File: src/design/bld_pkg.sv
package bld_pkg;

    localparam logic [1:0] OP_TICK  = 2'd0;
    localparam logic [1:0] OP_READ  = 2'd1;
    localparam logic [1:0] OP_WRITE = 2'd2;

    localparam logic [1:0] REG_THRESH = 2'd0;
    localparam logic [1:0] REG_CTRL   = 2'd1;
    localparam logic [1:0] REG_IE     = 2'd2;
    localparam logic [1:0] REG_SOLAR  = 2'd3;

    localparam int CPS_W    = 27;
    localparam int MV_W     = 13;
    localparam int CNT_W    = 32;
    localparam int IE_END   = 4;
    localparam int IE_LOW   = 5;

    localparam logic [CPS_W-1:0] CPS_RESET    = 27'd32768;
    localparam logic [MV_W-1:0]  SOLAR_MIN_MV = 13'd1000;
    localparam logic [2:0]       N_REPEAT     = 3'd7;
    localparam logic [2:0]       N_STOP       = 3'd0;

    localparam logic [MV_W-1:0] THRESH_MV [0:31] = '{
        13'd1100, 13'd1150, 13'd1200, 13'd1250, 13'd1300, 13'd1350, 13'd1400, 13'd1450,
        13'd1500, 13'd1600, 13'd1700, 13'd1800, 13'd1900, 13'd2000, 13'd2100, 13'd2200,
        13'd2300, 13'd2400, 13'd2500, 13'd2600, 13'd2700, 13'd2800, 13'd2900, 13'd3000,
        13'd3100, 13'd3200, 13'd3300, 13'd3400, 13'd3500, 13'd3600, 13'd3800, 13'd4000
    };

    typedef struct packed {
        logic [1:0]      operation;
        logic [1:0]      register_select;
        logic [7:0]      write_data;
        logic [MV_W-1:0] battery_mv;
        logic [MV_W-1:0] solar_mv;
    } t_item;

    typedef struct packed {
        logic [7:0] read_data;
        logic       end_interrupt;
        logic       low_interrupt;
    } t_result;

    typedef struct packed {
        logic decide;
        logic low;
    } t_judge;

endpackage

File: src/design/battery_level_detector_top.sv
// Battery level detector with four byte registers (threshold index, control/status,
// interval and interrupt enables, solar indicator). Each input beat is a tick, a register
// read or a register write and carries the present battery and solar voltages; each beat
// yields exactly one result beat with the read byte and the two interrupt pulses. A beat
// passes an input register and then a result register before its result beat is offered,
// and a new input beat can be taken in every cycle while the output is not stalled.
// While a result beat is held by the output stall, the input register takes at most one
// more input beat and then the input stalls until the result beat leaves.
module battery_level_detector_top
    import bld_pkg::*;
#(
    parameter int TEST_TICKS = 131072,
    parameter int INIT_TICKS = 16384
) (
    input  logic             i_clk,
    input  logic             i_rst_n,
    input  logic             i_valid,
    output logic             o_stall,
    input  logic [1:0]       i_operation,
    input  logic [1:0]       i_register_select,
    input  logic [7:0]       i_write_data,
    input  logic [MV_W-1:0]  i_battery_mv,
    input  logic [MV_W-1:0]  i_solar_mv,
    input  logic             i_cfg_we,
    input  logic [CPS_W-1:0] i_cfg_wdata,
    output logic             o_valid,
    input  logic             i_stall,
    output logic [7:0]       o_read_data,
    output logic             o_end_interrupt,
    output logic             o_low_interrupt
);

    t_item   in_item;
    t_item   held_item;
    logic    held_valid;
    logic    out_ready;
    logic    fire;
    t_result core_result;
    t_result out_result;

    assign in_item.operation       = i_operation;
    assign in_item.register_select = i_register_select;
    assign in_item.write_data      = i_write_data;
    assign in_item.battery_mv      = i_battery_mv;
    assign in_item.solar_mv        = i_solar_mv;

    assign fire = held_valid && out_ready;

    bld_in_stage u_in_stage (
        .i_clk   (i_clk),
        .i_rst_n (i_rst_n),
        .i_valid (i_valid),
        .o_stall (o_stall),
        .i_item  (in_item),
        .i_take  (fire),
        .o_valid (held_valid),
        .o_item  (held_item)
    );

    bld_core #(
        .TEST_TICKS (TEST_TICKS),
        .INIT_TICKS (INIT_TICKS)
    ) u_core (
        .i_clk       (i_clk),
        .i_rst_n     (i_rst_n),
        .i_cfg_we    (i_cfg_we),
        .i_cfg_wdata (i_cfg_wdata),
        .i_fire      (fire),
        .i_item      (held_item),
        .o_result    (core_result)
    );

    bld_out_stage u_out_stage (
        .i_clk    (i_clk),
        .i_rst_n  (i_rst_n),
        .i_fire   (fire),
        .i_result (core_result),
        .o_ready  (out_ready),
        .o_valid  (o_valid),
        .i_stall  (i_stall),
        .o_result (out_result)
    );

    assign o_read_data     = out_result.read_data;
    assign o_end_interrupt = out_result.end_interrupt;
    assign o_low_interrupt = out_result.low_interrupt;

endmodule

File: src/design/bld_in_stage.sv
module bld_in_stage
    import bld_pkg::*;
(
    input  logic  i_clk,
    input  logic  i_rst_n,
    input  logic  i_valid,
    output logic  o_stall,
    input  t_item i_item,
    input  logic  i_take,
    output logic  o_valid,
    output t_item o_item
);

    logic  r_valid;
    logic  n_valid;
    t_item r_item;
    logic  accept;

    assign o_stall = r_valid && !i_take;
    assign accept  = i_valid && !o_stall;

    always_comb begin
        if (accept) begin
            n_valid = 1'b1;
        end else if (i_take) begin
            n_valid = 1'b0;
        end else begin
            n_valid = r_valid;
        end
    end

    always_ff @(posedge i_clk) begin
        if (!i_rst_n) begin
            r_valid <= 1'b0;
        end else begin
            r_valid <= n_valid;
        end
    end

    always_ff @(posedge i_clk) begin
        if (accept) begin
            r_item <= i_item;
        end
    end

    assign o_valid = r_valid;
    assign o_item  = r_item;

endmodule

File: src/design/bld_judge.sv
module bld_judge
    import bld_pkg::*;
#(
    parameter int TEST_TICKS = 131072,
    parameter int INIT_TICKS = 16384
) (
    input  logic [MV_W-1:0]  i_thresh_mv,
    input  logic [MV_W-1:0]  i_battery_mv,
    input  logic [CNT_W-1:0] i_tick,
    input  logic             i_mode,
    output t_judge           o_judge
);

    localparam int EW   = $clog2(TEST_TICKS + 1);
    localparam int PW   = EW + MV_W + 1;
    localparam int AW   = 20;
    localparam int SPAN = TEST_TICKS - INIT_TICKS;

    logic [AW-1:0]    v50;
    logic [AW-1:0]    t49;
    logic [AW-1:0]    t51;
    logic             below;
    logic             above;
    logic             rising;
    logic [MV_W:0]    gap;
    logic [EW-1:0]    elapsed;
    logic [PW-1:0]    lhs;
    logic [PW-1:0]    rhs;

    assign v50   = AW'(i_battery_mv) * AW'(50);
    assign t49   = AW'(i_thresh_mv) * AW'(49);
    assign t51   = AW'(i_thresh_mv) * AW'(51);
    assign below = v50 < t49;
    assign above = v50 > t51;

    assign rising = i_mode || (i_battery_mv > i_thresh_mv);
    assign gap    = rising ? (MV_W + 1)'(t51 - v50) : (MV_W + 1)'(v50 - t49);

    assign elapsed = EW'(i_tick - CNT_W'(INIT_TICKS));
    assign lhs     = PW'({i_thresh_mv, 1'b0}) * PW'(elapsed);
    assign rhs     = PW'(SPAN) * PW'(gap);

    assign o_judge.decide = below || above || (lhs >= rhs);
    assign o_judge.low    = below || (!above && !rising);

endmodule

File: src/design/bld_core.sv
module bld_core
    import bld_pkg::*;
#(
    parameter int TEST_TICKS = 131072,
    parameter int INIT_TICKS = 16384
) (
    input  logic             i_clk,
    input  logic             i_rst_n,
    input  logic             i_cfg_we,
    input  logic [CPS_W-1:0] i_cfg_wdata,
    input  logic             i_fire,
    input  t_item            i_item,
    output t_result          o_result
);

    logic [CPS_W-1:0] r_cps;
    logic [4:0]       r_thr,     n_thr;
    logic             r_mode,    n_mode;
    logic             r_flag,    n_flag;
    logic             r_control, n_control;
    logic [5:0]       r_ie,      n_ie;
    logic [3:0]       r_solar,   n_solar;
    logic             r_running, n_running;
    logic [CNT_W-1:0] r_tc,      n_tc;
    logic             r_lmode,   n_lmode;
    logic             r_lrep,    n_lrep;
    logic [4:0]       r_lthr,    n_lthr;
    logic             r_taken,   n_taken;
    logic [CPS_W-1:0] r_delay,   n_delay;

    logic [CNT_W-1:0] tc_inc;
    t_judge           judge;
    logic [2:0]       interval;

    assign tc_inc   = r_tc + CNT_W'(1);
    assign interval = r_ie[2:0];

    bld_judge #(
        .TEST_TICKS (TEST_TICKS),
        .INIT_TICKS (INIT_TICKS)
    ) u_judge (
        .i_thresh_mv  (THRESH_MV[r_lthr]),
        .i_battery_mv (i_item.battery_mv),
        .i_tick       (tc_inc),
        .i_mode       (r_lmode),
        .o_judge      (judge)
    );

    always_comb begin
        n_thr     = r_thr;
        n_mode    = r_mode;
        n_flag    = r_flag;
        n_control = r_control;
        n_ie      = r_ie;
        n_solar   = r_solar;
        n_running = r_running;
        n_tc      = r_tc;
        n_lmode   = r_lmode;
        n_lrep    = r_lrep;
        n_lthr    = r_lthr;
        n_taken   = r_taken;
        n_delay   = r_delay;
        o_result  = '0;

        unique case (i_item.operation)
            OP_TICK: begin
                if (r_running) begin
                    n_tc = tc_inc;
                    if (tc_inc >= CNT_W'(TEST_TICKS)) begin
                        n_running = 1'b0;
                        if (interval == N_STOP) begin
                            o_result.end_interrupt = r_ie[IE_END];
                            n_control              = 1'b0;
                        end else if (r_lrep) begin
                            n_running = 1'b1;
                            n_lmode   = r_mode;
                            n_lrep    = (interval == N_REPEAT);
                            n_lthr    = r_thr;
                            n_taken   = 1'b0;
                            n_tc      = '0;
                        end else begin
                            o_result.end_interrupt = r_ie[IE_END];
                            n_tc                   = '0;
                            n_delay                = r_cps >> interval;
                        end
                    end else if (tc_inc >= CNT_W'(INIT_TICKS) && !r_taken && judge.decide) begin
                        n_flag                 = !judge.low;
                        n_taken                = 1'b1;
                        o_result.low_interrupt = judge.low && r_ie[IE_LOW];
                    end
                end else if (r_control) begin
                    n_tc = tc_inc;
                    if (tc_inc >= CNT_W'(r_delay)) begin
                        n_running = 1'b1;
                        n_lmode   = r_mode;
                        n_lrep    = (interval == N_REPEAT);
                        n_lthr    = r_thr;
                        n_taken   = 1'b0;
                        n_tc      = '0;
                    end
                end
            end
            OP_READ: begin
                unique case (i_item.register_select)
                    REG_THRESH: o_result.read_data = {3'b000, r_thr};
                    REG_CTRL:   o_result.read_data = {5'b00000, r_mode, r_flag, r_control};
                    REG_IE:     o_result.read_data = {2'b00, r_ie};
                    REG_SOLAR:  o_result.read_data =
                        {3'b000, (i_item.solar_mv >= SOLAR_MIN_MV), r_solar};
                    default:    o_result.read_data = '0;
                endcase
            end
            OP_WRITE: begin
                unique case (i_item.register_select)
                    REG_THRESH: n_thr = i_item.write_data[4:0];
                    REG_CTRL: begin
                        n_mode = i_item.write_data[2];
                        if (i_item.write_data[0]) begin
                            n_control = 1'b1;
                            if (!r_running) begin
                                n_running = 1'b1;
                                n_lmode   = i_item.write_data[2];
                                n_lrep    = 1'b0;
                                n_lthr    = r_thr;
                                n_taken   = 1'b0;
                                n_tc      = '0;
                            end
                        end else begin
                            n_control = 1'b0;
                            n_running = 1'b0;
                        end
                    end
                    REG_IE:    n_ie = {i_item.write_data[5:4], 1'b0, i_item.write_data[2:0]};
                    REG_SOLAR: n_solar = i_item.write_data[3:0];
                    default:   n_solar = r_solar;
                endcase
            end
            default: o_result = '0;
        endcase
    end

    always_ff @(posedge i_clk) begin
        if (!i_rst_n) begin
            r_cps <= CPS_RESET;
        end else if (i_cfg_we) begin
            r_cps <= i_cfg_wdata;
        end
    end

    always_ff @(posedge i_clk) begin
        if (!i_rst_n) begin
            r_thr     <= '0;
            r_mode    <= 1'b0;
            r_flag    <= 1'b1;
            r_control <= 1'b0;
            r_ie      <= '0;
            r_solar   <= '0;
            r_running <= 1'b0;
            r_tc      <= '0;
            r_lmode   <= 1'b0;
            r_lrep    <= 1'b0;
            r_lthr    <= '0;
            r_taken   <= 1'b0;
            r_delay   <= '0;
        end else if (i_fire) begin
            r_thr     <= n_thr;
            r_mode    <= n_mode;
            r_flag    <= n_flag;
            r_control <= n_control;
            r_ie      <= n_ie;
            r_solar   <= n_solar;
            r_running <= n_running;
            r_tc      <= n_tc;
            r_lmode   <= n_lmode;
            r_lrep    <= n_lrep;
            r_lthr    <= n_lthr;
            r_taken   <= n_taken;
            r_delay   <= n_delay;
        end
    end

endmodule

File: src/design/bld_out_stage.sv
module bld_out_stage
    import bld_pkg::*;
(
    input  logic    i_clk,
    input  logic    i_rst_n,
    input  logic    i_fire,
    input  t_result i_result,
    output logic    o_ready,
    output logic    o_valid,
    input  logic    i_stall,
    output t_result o_result
);

    logic    r_valid;
    logic    n_valid;
    t_result r_result;

    assign o_ready = !r_valid || !i_stall;

    always_comb begin
        if (i_fire) begin
            n_valid = 1'b1;
        end else if (!i_stall) begin
            n_valid = 1'b0;
        end else begin
            n_valid = r_valid;
        end
    end

    always_ff @(posedge i_clk) begin
        if (!i_rst_n) begin
            r_valid <= 1'b0;
        end else begin
            r_valid <= n_valid;
        end
    end

    always_ff @(posedge i_clk) begin
        if (i_fire) begin
            r_result <= i_result;
        end
    end

    assign o_valid  = r_valid;
    assign o_result = r_result;

endmodule
File: config.mk
export PLATFORM = sky130hd
export DESIGN_NAME = battery_level_detector_top
export DESIGN_NICKNAME = d
export VERILOG_FILES = /design/src/design/bld_pkg.sv /design/src/design/battery_level_detector_top.sv /design/src/design/bld_in_stage.sv /design/src/design/bld_judge.sv /design/src/design/bld_core.sv /design/src/design/bld_out_stage.sv
export SDC_FILE = /design/constraint.sdc
export NUM_CORES = 1
export LEC_CHECK = 0
export BUFFER_PORTS_ARGS = -buffer_cell sky130_fd_sc_hd__clkbuf_2
export CAP_MARGIN = 20
export CORE_MARGIN = 10
export CORE_UTILIZATION = 60
export CTS_BUF_LIST = sky130_fd_sc_hd__clkbuf_8
export DETAILED_ROUTE_END_ITERATION = 12
export GPL_TIMING_DRIVEN = 0
export MAX_ROUTING_LAYER = met4
export PLACE_DENSITY = 0.86
export SLEW_MARGIN = 15
export SYNTH_ARGS = -nofsm -noshare
export SYNTH_HDL_FRONTEND = slang
export SYNTH_HIERARCHICAL = 1
export SYNTH_SLANG_ARGS = --single-unit
File: constraint.sdc
create_clock -name i_clk -period 16.8 [get_ports i_clk]
set_input_delay 1.68 -clock i_clk [delete_from_list [all_inputs] [get_ports i_clk]]
set_output_delay 1.68 -clock i_clk [all_outputs]
set_load 0.03 [all_outputs]
==> out/qor.yml, run 1 <==
floorplanning:
  die_h_um: 217
  io_pins: 82
  core.rowCount: 71
  core_um2: 37900
  initial_core_util: 0.612
  fp.dieW_um: 217
  dieArea_um2: 47000
power_and_ir_drop:
  power.share.combinational: 0.783
  power_density_nw_per_um2: 130
  seqPwrFrac: 0.128
  intPower_w: 0.00162
  switchingPower_w: 0.00160
  clock_power_share: 0.089
  leakage_nw: 12.2
  swShare: 0.496
  vdd_drop_max_v: 0.000430
routing:
  firstDrtPassIters: 6
  drtIter0Drc: 1365
  wl_met2_mm: 29.4
  antenna_left: 0
  met3_length_mm: 4.28
  viasPerCell: 5.79
  vias: 19200
  wl_per_cell_um: 18.1
  dr.max_layer_used: "met4"
  drt-met1-wl_mm: 24.4
  wl_mm: 60.2
  drc: 0
sta:
  grt_setup_unrepaired: "no"
  slew_headroom: 0.280
  hold_viol: 0
  worst_pin_slew_ns: 1.07
  slew_violations: 0
  fmax_mhz: 82.1
  setup_tns_ns: 0
  period_minus_slack_ns: 12.18
  setup_violations: 0
  fin_skew_ns: 0.0214
  finalCritPeriodShare: 0.725
placed_design:
  port-buffer-count: 75
  placed_area_um2: 24400
  dp_hpwl_mm: 50.7
  gp_congestion: 0.980
clocking:
  clkLatencyLatePin_ns: 0.45
  cts.sinks: 157
  postCtsSetupRepairBufs: 0
  htree_levels: 4
  cts_tree: "done"
  cts.path.max_buffers: 2
  hold_buffers: 0
  cts_buffers: 17
  cts_resized: 0
  ctsRootBufferMaster: "clkbuf_8"
  clkSlewWorstSetupHoldPaths_ns: 0.09
finish:
  drive_gt1_frac: 0.0563
  final_common_cell: "inv_1"
  final_area_um2: 24800
  n_fill_cell: 3094
  mostFrequentLayoutCells: "inv_1 (397), nand2_1 (321), ha_1 (315)"
  area_growth_pct: 6.68
  fin_nets: 3405
  antenna_cells: 0
setup_path:
  cp_common_cell: "ha_1"
  critPathMaxFanout: 10
  r2r_start: "u_core/r_lthr[0]"
  cp-start-kind: "flop"
  crit_path_end_kind: "flop"
  worstPathRequired_ns: 17.01
  slowest_stage: "o21ai_0"
  rr_worst_depth: 43
  worst-r2r-setup-slack_ns: 4.62
  max_stage_delay_ns: 0.78
  r2r_end: "u_out_stage/o_result[0]"
  critPathArrivalTime_ns: 12.39
  critPathKind: "flop to flop"
synthesis:
  avgSynthCellArea_um2: 8.67
  synth_cells: 2678
  ys_warn_count: 6
  netlist_area_um2: 23200
run_status:
  outcome: "finished, final reports clean"
global_routing:
  grt_overflow_total: 0
  grt_antenna_before_repair: 0
  grt_max_degree: 21
  grt_pass1_vias: 20000
  grtUsageTotal: 0.263
  grt_pass1_wl_mm: 99.2
hold_path:
  hold_end: "u_core/r_delay[26]"
  hold_path_depth: 2
  hold_path.class: "flop to flop"
  worstHoldStart: "u_core/r_delay[26]"
run:
  drv_cap: 0
==> critical path, delay by kind of cell (launching register included) <==
| kind | cells | cell delay [ns] |
|---|---|---|
| and+or+nand+nor | 9 | 1.73 |
| adders and majority gates | 9 | 3.68 |
| DFF | 1 | 0.58 |
| AOI/OAI and AO/OA | 14 | 3.84 |
| muxes | 3 | 1.04 |
| xor gates and xnor gates | 3 | 0.46 |
| buffers and inverters | 5 | 0.55 |
==> sequential cells by signal, summed over array words and instances (netlist names), 4 cells and up <==
register              cells
u_in_stage/o_item        33
u_core/r_tc              32
u_core/r_cps             27
u_core/r_delay           27
u_out_stage/o_result     10
u_core/r_ie               5
u_core/r_lthr             5
u_core/r_thr              5
u_core/r_solar            4
==> per-stage QoR <==
step	instances	setup slack, ns	hold slack [ns]	util	total power (W)
4_1_cts	3319	4.74	0.459	0.653	0.00319
3_3_place_gp	3285	4.34	0.422	0.641	0.00274
6_report	3319	4.62	0.462	0.653	0.00322
3_5_place_dp	3287	4.77	0.444	0.642	0.00288
2_1_floorplan	2699	7.46	0.410	-	0.00232
5_1_grt	3319	3.96	0.486	0.653	0.00357
==> worst max path at each step <==
stage                      from                      end  slack (ns)  cells after the start
2_1_floorplan  u_core/r_lthr[0]            u_core/r_flag        7.46                     43
3_3_place_gp   u_core/r_lthr[0]  u_out_stage/o_result[0]        4.34                     42
3_5_place_dp   u_core/r_lthr[0]  u_out_stage/o_result[0]        4.77                     45
4_1_cts        u_core/r_lthr[0]  u_out_stage/o_result[0]        4.74                     45
5_1_grt        u_core/r_lthr[0]  u_out_stage/o_result[0]        3.96                     45
6_report       u_core/r_lthr[0]  u_out_stage/o_result[0]        4.62                     43
==> routing by layer <==
metal  global-route usage  up-vias
met4               0.0955        0
li1                     -     9152
met5                    -        -
met1                0.316     9183
met2                0.444      749
met3               0.0361      134
==> power by group through the flow <==
stage	logic, W	registers (W)	clock network (W)
after global placement	0.00232	0.000420	0
final	0.00252	0.000412	0.000285
after CTS	0.00249	0.000411	0.000291
after global routing	0.00285	0.000413	0.000307
after detailed placement	0.00246	0.000420	0
after floorplan	0.00190	0.000419	0
==> cell type report <==
class / instances / area, µm² / area share
flip-flops and latches: 157 / 3570 / 0.144
inverters: 398 / 1490 / 0.0603
plain buffers: 112 / 457 / 0.0184
clock inverters: 15 / 176 / 0.00712
well taps: 511 / 639 / 0.0258
multi-input cells: 2032 / 17800 / 0.718
clock buffers: 17 / 234 / 0.00945
repair buffers: 77 / 410 / 0.0166
(Power assumes the default switching activity.)
==> inputs of run 2 (changes only) <==
==> constraint.sdc (replaced) <==
create_clock -name i_clk -period 12.2 [get_ports i_clk]
set_input_delay 1.22 -clock i_clk [delete_from_list [all_inputs] [get_ports i_clk]]
set_output_delay 1.22 -clock i_clk [all_outputs]
set_load 0.03 [all_outputs]
==> run 2 against run 1 <==
Effect of this change: sequential cell count is the same; largest cell class unchanged; highest routed layer unchanged; non-clock buffer count is the same; hold slack gained 0.0013 ns.
==> out/qor.yml, run 2 (synthesis gave the netlist of run 1 again) <==
run_status:
  outcome: "finished, final reports clean"
routing:
  firstDrtPassIters: 6
  met3_length_mm: 4.01
  vias: 19200
  wl_met2_mm: 29.5
  wl_mm: 60.2
  dr.max_layer_used: "met4"
  antenna_left: 0
  drt-met1-wl_mm: 24.6
  drc: 0
  viasPerCell: 5.77
  wl_per_cell_um: 18.2
  drtIter0Drc: 1463
finish:
  drive_gt1_frac: 0.0573
  fin_nets: 3405
  instances_no_fill: 3319
  final_common_cell: "inv_1"
  largest_reg_flops: 33
  area_growth_pct: 6.74
  antenna_cells: 0
  mostFrequentLayoutCells: "inv_1 (397), nand2_1 (321), ha_1 (315)"
power_and_ir_drop:
  p_total_w: 0.00445
  vdd_drop_max_v: 0.000592
  power_density_nw_per_um2: 179
  seqPwrFrac: 0.127
  intPower_w: 0.00224
  clock_power_share: 0.089
  power.share.combinational: 0.784
  swShare: 0.496
  leakage_nw: 12.2
  switchingPower_w: 0.00221
global_routing:
  grt_pass1_vias: 20000
  grtUsageTotal: 0.263
  grt_pass1_wl_mm: 99.2
  grt_antenna_before_repair: 0
  grt_max_degree: 21
  grt_overflow_total: 0
setup_path:
  r2r_end: "u_out_stage/o_result[0]"
  max_stage_delay_ns: 0.58
  crit_cells: 45
  r2r_start: "u_core/r_lthr[0]"
  critPathArrivalTime_ns: 11.74
  critPathCapture: "u_out_stage/o_result[0]"
  cp-start-kind: "flop"
  critPathKind: "flop to flop"
  crit_family: "adder cells"
  rr_worst_depth: 45
  startpoint: "u_core/r_lthr[0]"
  worst-r2r-setup-slack_ns: 0.67
  slowest_stage: "dfxtp_1"
  cp_common_cell: "ha_1"
  worstPathRequired_ns: 12.41
  crit_path_end_kind: "flop"
  critPathMaxFanout: 10
  cp_num_buf_inv: 5
clocking:
  postCtsSetupRepairBufs: 0
  cts_buffers: 17
  htree_levels: 4
  clkSlewWorstSetupHoldPaths_ns: 0.09
  ctsRootBufferMaster: "clkbuf_8"
  cts.sinks: 157
  clkLatencyLatePin_ns: 0.45
  hold_buffers: 0
  cts.path.max_buffers: 2
  cts_tree: "done"
  cts_resized: 0
sta:
  finalCritPeriodShare: 0.945
  slew_violations: 0
  fmax_mhz: 86.7
  holdWs_ns: 0.463
  slew_headroom: 0.302
  hold_viol: 0
  grt_setup_unrepaired: "no"
  setup_slack_ns: 0.666
  setup_violations: 0
  worst_pin_slew_ns: 1.04
  period_minus_slack_ns: 11.53
  fin_skew_ns: 0.0214
floorplanning:
  initial_core_util: 0.612
  die_h_um: 217
  io_pins: 82
  dieArea_um2: 47000
  fp.dieW_um: 217
  core_um2: 37900
  core.rowCount: 71
placed_design:
  place_ws_ns: 0.168
  port-buffer-count: 75
  placedCellCount: 3287
  dp_hpwl_mm: 50.7
  gp_congestion: 0.980
run:
  drv_cap: 0
hold_path:
  hold_path.class: "flop to flop"
## run 2: metal layers
layer  GRT usage  up-vias
met3      0.0361      132
met2       0.444      723
met5           -        -
met4      0.0955        0
met1       0.316     9154
li1            -     9150
## run 2: how the worst min path moves through the flow
stage                       startpoint  depth (start not counted)  slack [ns]            endpoint
floorplan           u_core/r_delay[26]                          2        0.41  u_core/r_delay[26]
global placement    u_core/r_delay[26]                          2        0.42  u_core/r_delay[26]
detailed placement  u_core/r_delay[26]                          2        0.44  u_core/r_delay[26]
CTS                 u_core/r_delay[26]                          2        0.46  u_core/r_delay[26]
global route        u_core/r_delay[26]                          2        0.49  u_core/r_delay[26]
finish              u_core/r_delay[26]                          2        0.46  u_core/r_delay[26]
## run 2: metrics by stage
step	setup TNS, ns	instance area (µm²)	utilization
floorplan	0	23300	-
global placement	-0.426	24300	0.641
detailed placement	0	24400	0.642
CTS	0	24800	0.653
global route	0	24800	0.653
finish	0	24800	0.653
## run 2: final cells by class
| class | instances | area [µm²] |
|---|---|---|
| plain buffers | 112 | 457 |
| inverters | 398 | 1490 |
| fillers | 3096 | 13200 |
| flip-flops and latches | 157 | 3570 |
| clock inverters | 15 | 176 |
| well taps | 511 | 639 |
| repair buffers | 77 | 410 |
| clock buffers | 17 | 234 |
| multi-input cells | 2032 | 17800 |
## run 2: power by group through the flow
stage / sequential (W) / combinational, W / clock, W
floorplan: 0.000577 / 0.00262 / 0
global placement: 0.000578 / 0.00320 / 0
detailed placement: 0.000579 / 0.00339 / 0
CTS: 0.000567 / 0.00343 / 0.000401
global route: 0.000568 / 0.00393 / 0.000423
finish: 0.000567 / 0.00349 / 0.000394
## run 2: worst reg2reg max path: cells and delay by family, from the launching register on
family / cells / cell delay, ns
flip-flops: 1 / 0.58
AO/OA/AOI/OAI: 15 / 3.21
multiplexers: 2 / 0.73
XOR/XNOR: 3 / 0.49
buffers and inverters: 5 / 0.55
adder cells (fa/ha/maj): 9 / 3.80
AND/OR/NAND/NOR: 11 / 1.94
